<file path="config.mk">
export PLATFORM = sky130hd
export DESIGN_NAME = rotated_sorted_array_search
export DESIGN_NICKNAME = d
export VERILOG_FILES = /design/src/rsas_pkg.sv /design/src/rsas_store.sv /design/src/rotated_sorted_array_search.sv
export SDC_FILE = /design/constraint.sdc
export NUM_CORES = 2
export LEC_CHECK = 0
export BUFFER_PORTS_ARGS = -buffer_cell sky130_fd_sc_hd__buf_2
export CORE_AREA = 2 2 714 432
export DETAILED_ROUTE_END_ITERATION = 8
export DIE_AREA = 0 0 716 434
export SKIP_LAST_GASP = 1
export SLEW_MARGIN = 10
export SYNTH_ARGS = -nofsm -noshare
export SYNTH_HDL_FRONTEND = slang
export SYNTH_SLANG_ARGS = --single-unit
</file>
<file path="constraint.sdc">
create_clock -name clock -period 6.3 [get_ports clock]
set_clock_uncertainty 0.15 [all_clocks]
set_input_delay 1.26 -clock clock [delete_from_list [all_inputs] [get_ports clock]]
set_output_delay 1.26 -clock clock [all_outputs]
set_load 0.05 [all_outputs]
</file>
<file path="src/rsas_pkg.sv">
// shared types and constants for the rotated sorted array search block
// no dependencies; imported by every module of the block
`default_nettype none

package rsas_pkg;

   localparam int RSAS_MAX_ELEMENTS = 64;
   localparam int VALUE_W           = 32;
   localparam int POS_W             = 6;

   // request kind, carried in req_tuser[0]
   typedef enum logic {
      OP_APPEND = 1'b0,
      OP_SEARCH = 1'b1
   } op_type;

   // response status, carried in rsp_tuser
   typedef enum logic [1:0] {
      STATUS_FOUND    = 2'd0,
      STATUS_NOTFOUND = 2'd1,
      STATUS_EMPTY    = 2'd2
   } status_type;

   typedef enum logic [3:0] {
      ST_IDLE,
      ST_LAST,
      ST_FIRST,
      ST_PIV_RD,
      ST_PIV_CMP,
      ST_PV,
      ST_DEC,
      ST_SR_RD,
      ST_SR_CMP,
      ST_RESULT
   } state_type;

endpackage

`default_nettype wire

</file>
<file path="src/rsas_store.sv">
// element memory and element count for the rotated sorted array search
// depends on rsas_pkg; one write port for appends, one registered read port
`default_nettype none

module rsas_store
   import rsas_pkg::*;
#(
   parameter int MAX_ELEMENTS = RSAS_MAX_ELEMENTS,
   localparam int AW = $clog2(MAX_ELEMENTS),
   localparam int CW = $clog2(MAX_ELEMENTS + 1)
) (
   input  wire logic               clock,
   input  wire logic               reset,
   input  wire logic               append_en,
   input  wire logic               append_restart,
   input  wire logic [VALUE_W-1:0] append_data,
   input  wire logic [AW-1:0]      rd_addr,
   output logic      [VALUE_W-1:0] rd_data,
   output logic      [CW-1:0]      count
);

   logic [VALUE_W-1:0] mem [MAX_ELEMENTS];
   logic [VALUE_W-1:0] rd_data_ff;
   logic [CW-1:0]      count_ff;
   logic [CW-1:0]      count_in;
   logic [CW-1:0]      wr_slot;
   logic               wr_en;

   // restart empties the array first, so the element lands in slot zero
   always_comb begin
      wr_slot  = append_restart ? '0 : count_ff;
      wr_en    = append_en && (wr_slot < CW'(MAX_ELEMENTS));
      count_in = count_ff;
      if (wr_en) begin
         count_in = wr_slot + CW'(1);
      end
   end

   always_ff @(posedge clock) begin
      if (wr_en) begin
         mem[wr_slot[AW-1:0]] <= append_data;
      end
      rd_data_ff <= mem[rd_addr];
   end

   always_ff @(posedge clock) begin
      if (reset) begin
         count_ff <= '0;
      end else begin
         count_ff <= count_in;
      end
   end

   assign rd_data = rd_data_ff;
   assign count   = count_ff;

endmodule

`default_nettype wire

</file>
<file path="src/rotated_sorted_array_search.sv">
// top level of the rotated sorted array search block
// depends on rsas_pkg and rsas_store
//
// usage
//   request channel (req_): req_tuser[0] is the operation (0 append, 1 search),
//   req_tuser[1] is restart, req_tdata is the signed 32-bit value
//   append: stores the value at the end of the array, restart empties it
//   first; appends beyond MAX_ELEMENTS are dropped; no response
//   search: one response on rsp_ with rsp_tuser the status (found, not found,
//   empty) and rsp_tdata[5:0] the index when found, else zero
// sequencing
//   an append is taken while idle and leaves the sequencer idle; a search walks
//   one shared signed comparator and the single memory read port, with a read
//   state and a compare state for each binary-search step
//   req_tready is high only while the sequencer is idle
// reset
//   synchronous, active high; empties the array and drops any response
// stall
//   the response sits in an output register; a new request is taken while it
//   waits, and a later search holds its result until that register is free
`default_nettype none

module rotated_sorted_array_search
   import rsas_pkg::*;
#(
   parameter int MAX_ELEMENTS = RSAS_MAX_ELEMENTS
) (
   input  wire logic        clock,
   input  wire logic        reset,
   input  wire logic        req_tvalid,
   output logic             req_tready,
   input  wire logic [31:0] req_tdata,  // value[31:0]
   input  wire logic [1:0]  req_tuser,  // operation[0], restart[1]
   output logic             rsp_tvalid,
   input  wire logic        rsp_tready,
   output logic      [7:0]  rsp_tdata,  // position[5:0], zero[7:6]
   output logic      [1:0]  rsp_tuser   // status[1:0]
);

   localparam int AW = $clog2(MAX_ELEMENTS);
   localparam int CW = $clog2(MAX_ELEMENTS + 1);

   state_type          state_ff, state_in;
   logic [AW-1:0]      lo_ff, lo_in;
   logic [AW-1:0]      hi_ff, hi_in;
   logic [AW-1:0]      mid_ff, mid_in;
   logic [VALUE_W-1:0] key_ff, key_in;
   logic [VALUE_W-1:0] last_ff, last_in;     // element n-1
   logic [VALUE_W-1:0] hi_val_ff, hi_val_in; // element at hi during pivot search
   logic               below_ff, below_in;   // key below the pivot element
   status_type         res_status_ff, res_status_in;
   logic [POS_W-1:0]   res_pos_ff, res_pos_in;

   logic               rsp_valid_ff, rsp_valid_in;
   status_type         rsp_status_ff, rsp_status_in;
   logic [POS_W-1:0]   rsp_pos_ff, rsp_pos_in;

   logic               req_accept;
   logic               append_en;
   logic [AW-1:0]      rd_addr;
   logic [VALUE_W-1:0] rd_data;
   logic [CW-1:0]      count;
   logic [CW-1:0]      last_full;
   logic [AW-1:0]      last_idx;
   logic [AW:0]        mid_sum;
   logic [AW-1:0]      mid_calc;
   logic               out_free;

   // the one shared compare unit
   logic signed [VALUE_W-1:0] cmp_a, cmp_b;
   logic                      cmp_eq, cmp_lt;

   // index to the 6-bit position field, low bits kept
   function automatic logic [POS_W-1:0] pos_of(input logic [AW-1:0] idx);
      logic [AW+POS_W-1:0] ext;
      ext = {{POS_W{1'b0}}, idx};
      return ext[POS_W-1:0];
   endfunction

   rsas_store #(
      .MAX_ELEMENTS(MAX_ELEMENTS)
   ) u_store (
      .clock          (clock),
      .reset          (reset),
      .append_en      (append_en),
      .append_restart (req_tuser[1]),
      .append_data    (req_tdata),
      .rd_addr        (rd_addr),
      .rd_data        (rd_data),
      .count          (count)
   );

   assign req_tready = (state_ff == ST_IDLE);
   assign req_accept = req_tvalid && req_tready;
   assign out_free   = !rsp_valid_ff || rsp_tready;

   assign last_full  = count - CW'(1);
   assign last_idx   = last_full[AW-1:0];
   // lo + (hi - lo) / 2 with lo <= hi
   assign mid_sum    = {1'b0, lo_ff} + {1'b0, hi_ff};
   assign mid_calc   = mid_sum[AW:1];

   assign cmp_eq = (cmp_a == cmp_b);
   assign cmp_lt = (cmp_a < cmp_b);

   always_comb begin
      state_in      = state_ff;
      lo_in         = lo_ff;
      hi_in         = hi_ff;
      mid_in        = mid_ff;
      key_in        = key_ff;
      last_in       = last_ff;
      hi_val_in     = hi_val_ff;
      below_in      = below_ff;
      res_status_in = res_status_ff;
      res_pos_in    = res_pos_ff;
      rd_addr       = last_idx;
      cmp_a         = key_ff;
      cmp_b         = rd_data;
      append_en     = 1'b0;

      case (state_ff)
         ST_IDLE: begin
            // read of the last element is issued here, ready for the search
            if (req_accept) begin
               if (req_tuser[0] == OP_APPEND) begin
                  append_en = 1'b1;
               end else begin
                  key_in = req_tdata;
                  if (count == '0) begin
                     res_status_in = STATUS_EMPTY;
                     res_pos_in    = '0;
                     state_in      = ST_RESULT;
                  end else begin
                     state_in = ST_LAST;
                  end
               end
            end
         end
         ST_LAST: begin
            last_in   = rd_data;
            hi_val_in = rd_data;
            rd_addr   = '0;
            if (cmp_eq) begin
               res_status_in = STATUS_FOUND;
               res_pos_in    = pos_of(last_idx);
               state_in      = ST_RESULT;
            end else begin
               state_in = ST_FIRST;
            end
         end
         ST_FIRST: begin
            if (cmp_eq) begin
               res_status_in = STATUS_FOUND;
               res_pos_in    = '0;
               state_in      = ST_RESULT;
            end else begin
               lo_in    = '0;
               hi_in    = last_idx;
               state_in = ST_PIV_RD;
            end
         end
         ST_PIV_RD: begin
            // rotation point search ends when lo meets hi
            if (lo_ff < hi_ff) begin
               rd_addr  = mid_calc;
               mid_in   = mid_calc;
               state_in = ST_PIV_CMP;
            end else begin
               rd_addr  = lo_ff;
               state_in = ST_PV;
            end
         end
         ST_PIV_CMP: begin
            cmp_a = hi_val_ff;
            if (cmp_lt) begin
               lo_in = mid_ff + AW'(1);
            end else begin
               hi_in     = mid_ff;
               hi_val_in = rd_data;
            end
            state_in = ST_PIV_RD;
         end
         ST_PV: begin
            below_in = cmp_lt;
            state_in = ST_DEC;
         end
         ST_DEC: begin
            // lo holds the rotation point; pick the run that can hold the key
            cmp_a = last_ff;
            cmp_b = key_ff;
            if (!below_ff && !cmp_lt) begin
               hi_in    = last_idx;
               state_in = ST_SR_RD;
            end else if (lo_ff != '0) begin
               hi_in    = lo_ff - AW'(1);
               lo_in    = '0;
               state_in = ST_SR_RD;
            end else begin
               res_status_in = STATUS_NOTFOUND;
               res_pos_in    = '0;
               state_in      = ST_RESULT;
            end
         end
         ST_SR_RD: begin
            rd_addr  = mid_calc;
            mid_in   = mid_calc;
            state_in = ST_SR_CMP;
         end
         ST_SR_CMP: begin
            // range empties when the step would move past the probed end
            if (cmp_eq) begin
               res_status_in = STATUS_FOUND;
               res_pos_in    = pos_of(mid_ff);
               state_in      = ST_RESULT;
            end else if (cmp_lt) begin
               if (mid_ff == lo_ff) begin
                  res_status_in = STATUS_NOTFOUND;
                  res_pos_in    = '0;
                  state_in      = ST_RESULT;
               end else begin
                  hi_in    = mid_ff - AW'(1);
                  state_in = ST_SR_RD;
               end
            end else begin
               if (mid_ff == hi_ff) begin
                  res_status_in = STATUS_NOTFOUND;
                  res_pos_in    = '0;
                  state_in      = ST_RESULT;
               end else begin
                  lo_in    = mid_ff + AW'(1);
                  state_in = ST_SR_RD;
               end
            end
         end
         ST_RESULT: begin
            if (out_free) begin
               state_in = ST_IDLE;
            end
         end
         default: begin
            state_in = ST_IDLE;
         end
      endcase
   end

   // output register: loads when the result is ready and the slot is free
   always_comb begin
      rsp_valid_in  = rsp_valid_ff;
      rsp_status_in = rsp_status_ff;
      rsp_pos_in    = rsp_pos_ff;
      if (rsp_valid_ff && rsp_tready) begin
         rsp_valid_in = 1'b0;
      end
      if ((state_ff == ST_RESULT) && out_free) begin
         rsp_valid_in  = 1'b1;
         rsp_status_in = res_status_ff;
         rsp_pos_in    = res_pos_ff;
      end
   end

   always_ff @(posedge clock) begin
      if (reset) begin
         state_ff     <= ST_IDLE;
         rsp_valid_ff <= 1'b0;
      end else begin
         state_ff     <= state_in;
         rsp_valid_ff <= rsp_valid_in;
      end
   end

   always_ff @(posedge clock) begin
      lo_ff         <= lo_in;
      hi_ff         <= hi_in;
      mid_ff        <= mid_in;
      key_ff        <= key_in;
      last_ff       <= last_in;
      hi_val_ff     <= hi_val_in;
      below_ff      <= below_in;
      res_status_ff <= res_status_in;
      res_pos_ff    <= res_pos_in;
      rsp_status_ff <= rsp_status_in;
      rsp_pos_ff    <= rsp_pos_in;
   end

   assign rsp_tvalid = rsp_valid_ff;
   assign rsp_tuser  = rsp_status_ff;
   assign rsp_tdata  = {2'b00, rsp_pos_ff};

endmodule

`default_nettype wire

</file>
==> metrics.cfg <==
[run_status]
outcome=finished clean

[logic_synthesis]
synth_cell_types=91
ys.flop_type=edfxtp_1
ys_seq_elements=2223
postSynthCellCount=6164
syn_area_per_cell_um2=14.7
synth_edf_count=2179
ys.warnings.count=0
ys_seq_area_share_pct=73.1
async_flop_share_pct=0
syn_area_um2=90700

[floorplanning]
num_rows=157
coreArea_um2=304000
dieHeight_um=434
dieArea_um2=311000
ios=50
die_x_um=716
initial_utilization_pct=29.9

[power_and_ir_drop]
intPower_uw=30200
p_leak_uw=0.0329
power.density_nw_per_um2=495
power.switching_uw=20800
p_comb_share_pct=41.9
ir_drop_v=0.000618
p_seq_share_pct=34.4
p_sw_share_pct=40.7
p_clk_share_pct=23.8

[cts]
clk_pin_slew_ps=60
cts.htree.levels=4
clock_latency_ps=840
cts_sinks=2223
hold_buffers=0
post_cts.repair.setup_buffers=0
cts_root_buf=clkbuf_16
ctsResizeCount=0
clockBufferDepth=4
cts_tree=built
cts_made_buffers=192

[cells_and_area]
drive_gt1_share_pct=12.7
layout-area-overhead-vs-synth_pct=13.6
final_cell_mix=edfxtp_1, nand2_1, a21oi_1
nFillCells=28900
layout_commonest_cell=edfxtp_1
fin_nets=6287

[routing]
drt_first_pass_iters=6
wl_per_cell_um=28.0
num_vias=59100
routed_wirelength_um=292000
drt_iter0_markers=10500
viasPerCell=5.68
drt_drc_violations_left=0
postRouteAntennaNets=0

[placement]
dp_slack_ps=754
place_congestion=0.889
dp_hpwl_um=178000
portBuffers=47

[setup_path]
start_kind=flip-flop
cpMaxStageDelayCell=nor4b_1
cpLargestDelayFamily=compound AO/OA/AOI/OAI gates
worst_path_most_repeated_cell=buf_4
worstPathArrival_ps=6220
crit_path_end_kind=flip-flop
critical_path.max_stage_delay_ps=680
critPathRequiredTime_ps=6700
cp_max_fo=18
r2r_start=state_ff[0]
r2r-end=lo_ff[4]
cp_num_buf_inv=3
crit_type=flip-flop to flip-flop
cp_cell_sequence=nor2_1 -> and2_1 -> nand2_2 -> buf_4 -> mux2i_1 -> ha_1 -> nor2b_1 -> o21a_1 -> o21ai_0 -> a21oi_1 -> o31a_1 -> o21a_1 -> o311ai_1 -> buf_4 -> a21oi_1 -> nor4b_1 -> buf_4
r2r_cells=17
reg2reg_slack_ps=480

[grt]
first_global_vias=55200
grt_overflow=0
grt_max_degree=113
grtUsageTotal_pct=18.1
grt_pass1_wl_um=412000
grt_antenna_before_repair=19

[job]
cap_violations=0

[timing]
fmax_mhz=172
period_minus_slack_ps=5820
setup_tns_ps=0
relSlewSlack_pct=13.0
setup_viol=0
fin_crit_sh_pct=92.4
slew_violations=0
worst_pin_slew_ps=1310
setup_slack_ps=478
rsz0062_at_grt=no
hold_violations=0

[worst_hold_path]
hold_path.startpoint=res_pos_ff[4]
hold_path_class=flip-flop to flip-flop
hold_path_end=rsp_pos_ff[4]
whs_path_depth=0

[power groups by stage]
stage               clock (µW)  combinational, µW  sequential, µW
CTS                      12200              20900           17500
global placement             0              20700           17800
floorplan                    0              12900           17400
finish                   12100              21300           17500
global route             12800              22400           17600
detailed placement           0              20800           17800
[cells in the mapped netlist, drive strengths merged, types with 17 or more instances]
cell | instances | area, µm²
a211oi | 70 | 531
a21o | 31 | 233
a21oi | 308 | 1550
a221o | 89 | 891
a221oi | 75 | 681
a22oi | 54 | 410
a2bb2oi | 31 | 272
a311oi | 38 | 333
a31oi | 180 | 1130
a32o | 42 | 420
a32oi | 47 | 412
and3 | 78 | 488
and4 | 19 | 166
buf | 233 | 1400
clkbuf | 218 | 821
dfxtp | 44 | 881
edfxtp | 2179 | 65400
ha | 48 | 601
inv | 23 | 86.3
mux2 | 39 | 439
mux2i | 173 | 1730
mux4 | 89 | 2000
nand2 | 1037 | 3910
nand3 | 268 | 1350
nand4 | 105 | 657
nor2 | 163 | 673
nor3 | 27 | 135
o211ai | 37 | 278
o21ai | 193 | 985
o221ai | 17 | 149
o22ai | 26 | 169
o32a | 18 | 180
xnor2 | 18 | 158
[kinds of logic (layout without fill, tap and decap cells)]
| family | after synthesis | count (layout) | synth area share, % |
|---|---|---|---|
| adders and majority gates | 49 | 49 | 0.684 |
| xor gates and xnor gates | 29 | 29 | 0.288 |
| AOI/OAI and AO/OA | 1343 | 1343 | 10.3 |
| muxes | 301 | 301 | 4.60 |
| and+or+nand+nor | 1744 | 1744 | 8.47 |
| other | 1 | 13 | 0.00413 |
| buffers and inverters | 474 | 658 | 2.54 |
| DFF | 2223 | 2223 | 73.1 |
[layer usage]
| metal | up-vias | share of wire (%) | global-route usage (%) |
|---|---|---|---|
| li1 | 24300 | - | - |
| met1 | 30300 | 44 | 28.3 |
| met2 | 4099 | 40 | 24.4 |
| met3 | 443 | 14 | 5.21 |
| met4 | 10 | 2.3 | 4.11 |
| met5 | - | 0.051 | 0.233 |
[worst max path at each step]
stage / startpoint / endpoint / slack, ps / cells after the start
final: state_ff[0] / lo_ff[4] / 480 / 17
after detailed placement: state_ff[0] / lo_ff[0] / 750 / 17
after CTS: state_ff[0] / lo_ff[4] / 730 / 17
after global routing: state_ff[0] / lo_ff[4] / 250 / 17
after floorplan: state_ff[1] / lo_ff[0] / 1350 / 16
after global placement: state_ff[0] / lo_ff[0] / 790 / 17
[final cells by class]
| cell class | instances | area, µm² | share of cell area, % |
|---|---|---|---|
| Sequential cell | 2223 | 66300 | 64.3 |
| Clock buffer | 249 | 5260 | 5.11 |
| Timing Repair Buffer | 292 | 2620 | 2.54 |
| Antenna cell | 11 | 27.5 | 0.0267 |
| Inverter | 23 | 86.3 | 0.0837 |
| Clock inverter | 94 | 921 | 0.893 |
| Tap cell | 4054 | 5070 | 4.92 |
| Multi-Input combinational cell | 3468 | 22800 | 22.1 |
[state kept, by name (all words and copies together) (netlist names)]
register / cells
u_store.mem: 2048
hi_val_ff: 32
key_ff: 32
last_ff: 32
u_store.rd_data: 32
u_store.count: 7
hi_ff: 6
lo_ff: 6
mid_ff: 6
res_pos_ff: 6
rsp_pos_ff: 6
state_ff: 4
res_status_ff: 2
rsp_tuser: 2
below_ff: 1
rsp_tvalid: 1
[metrics by stage]
step,instances,hold slack (ps),util [%],power [µW],instance area (µm²)
2_1_floorplan,6165,250,-,30300,90700
3_3_place_gp,10100,266,31.9,38500,96900
3_5_place_dp,10100,258,31.9,38700,96900
4_1_cts,10400,276,33.9,50700,103000
5_1_grt,10400,280,33.9,52800,103000
6_report,10400,276,33.9,51000,103000
No activity file was read; power rests on OpenSTA's default activity.
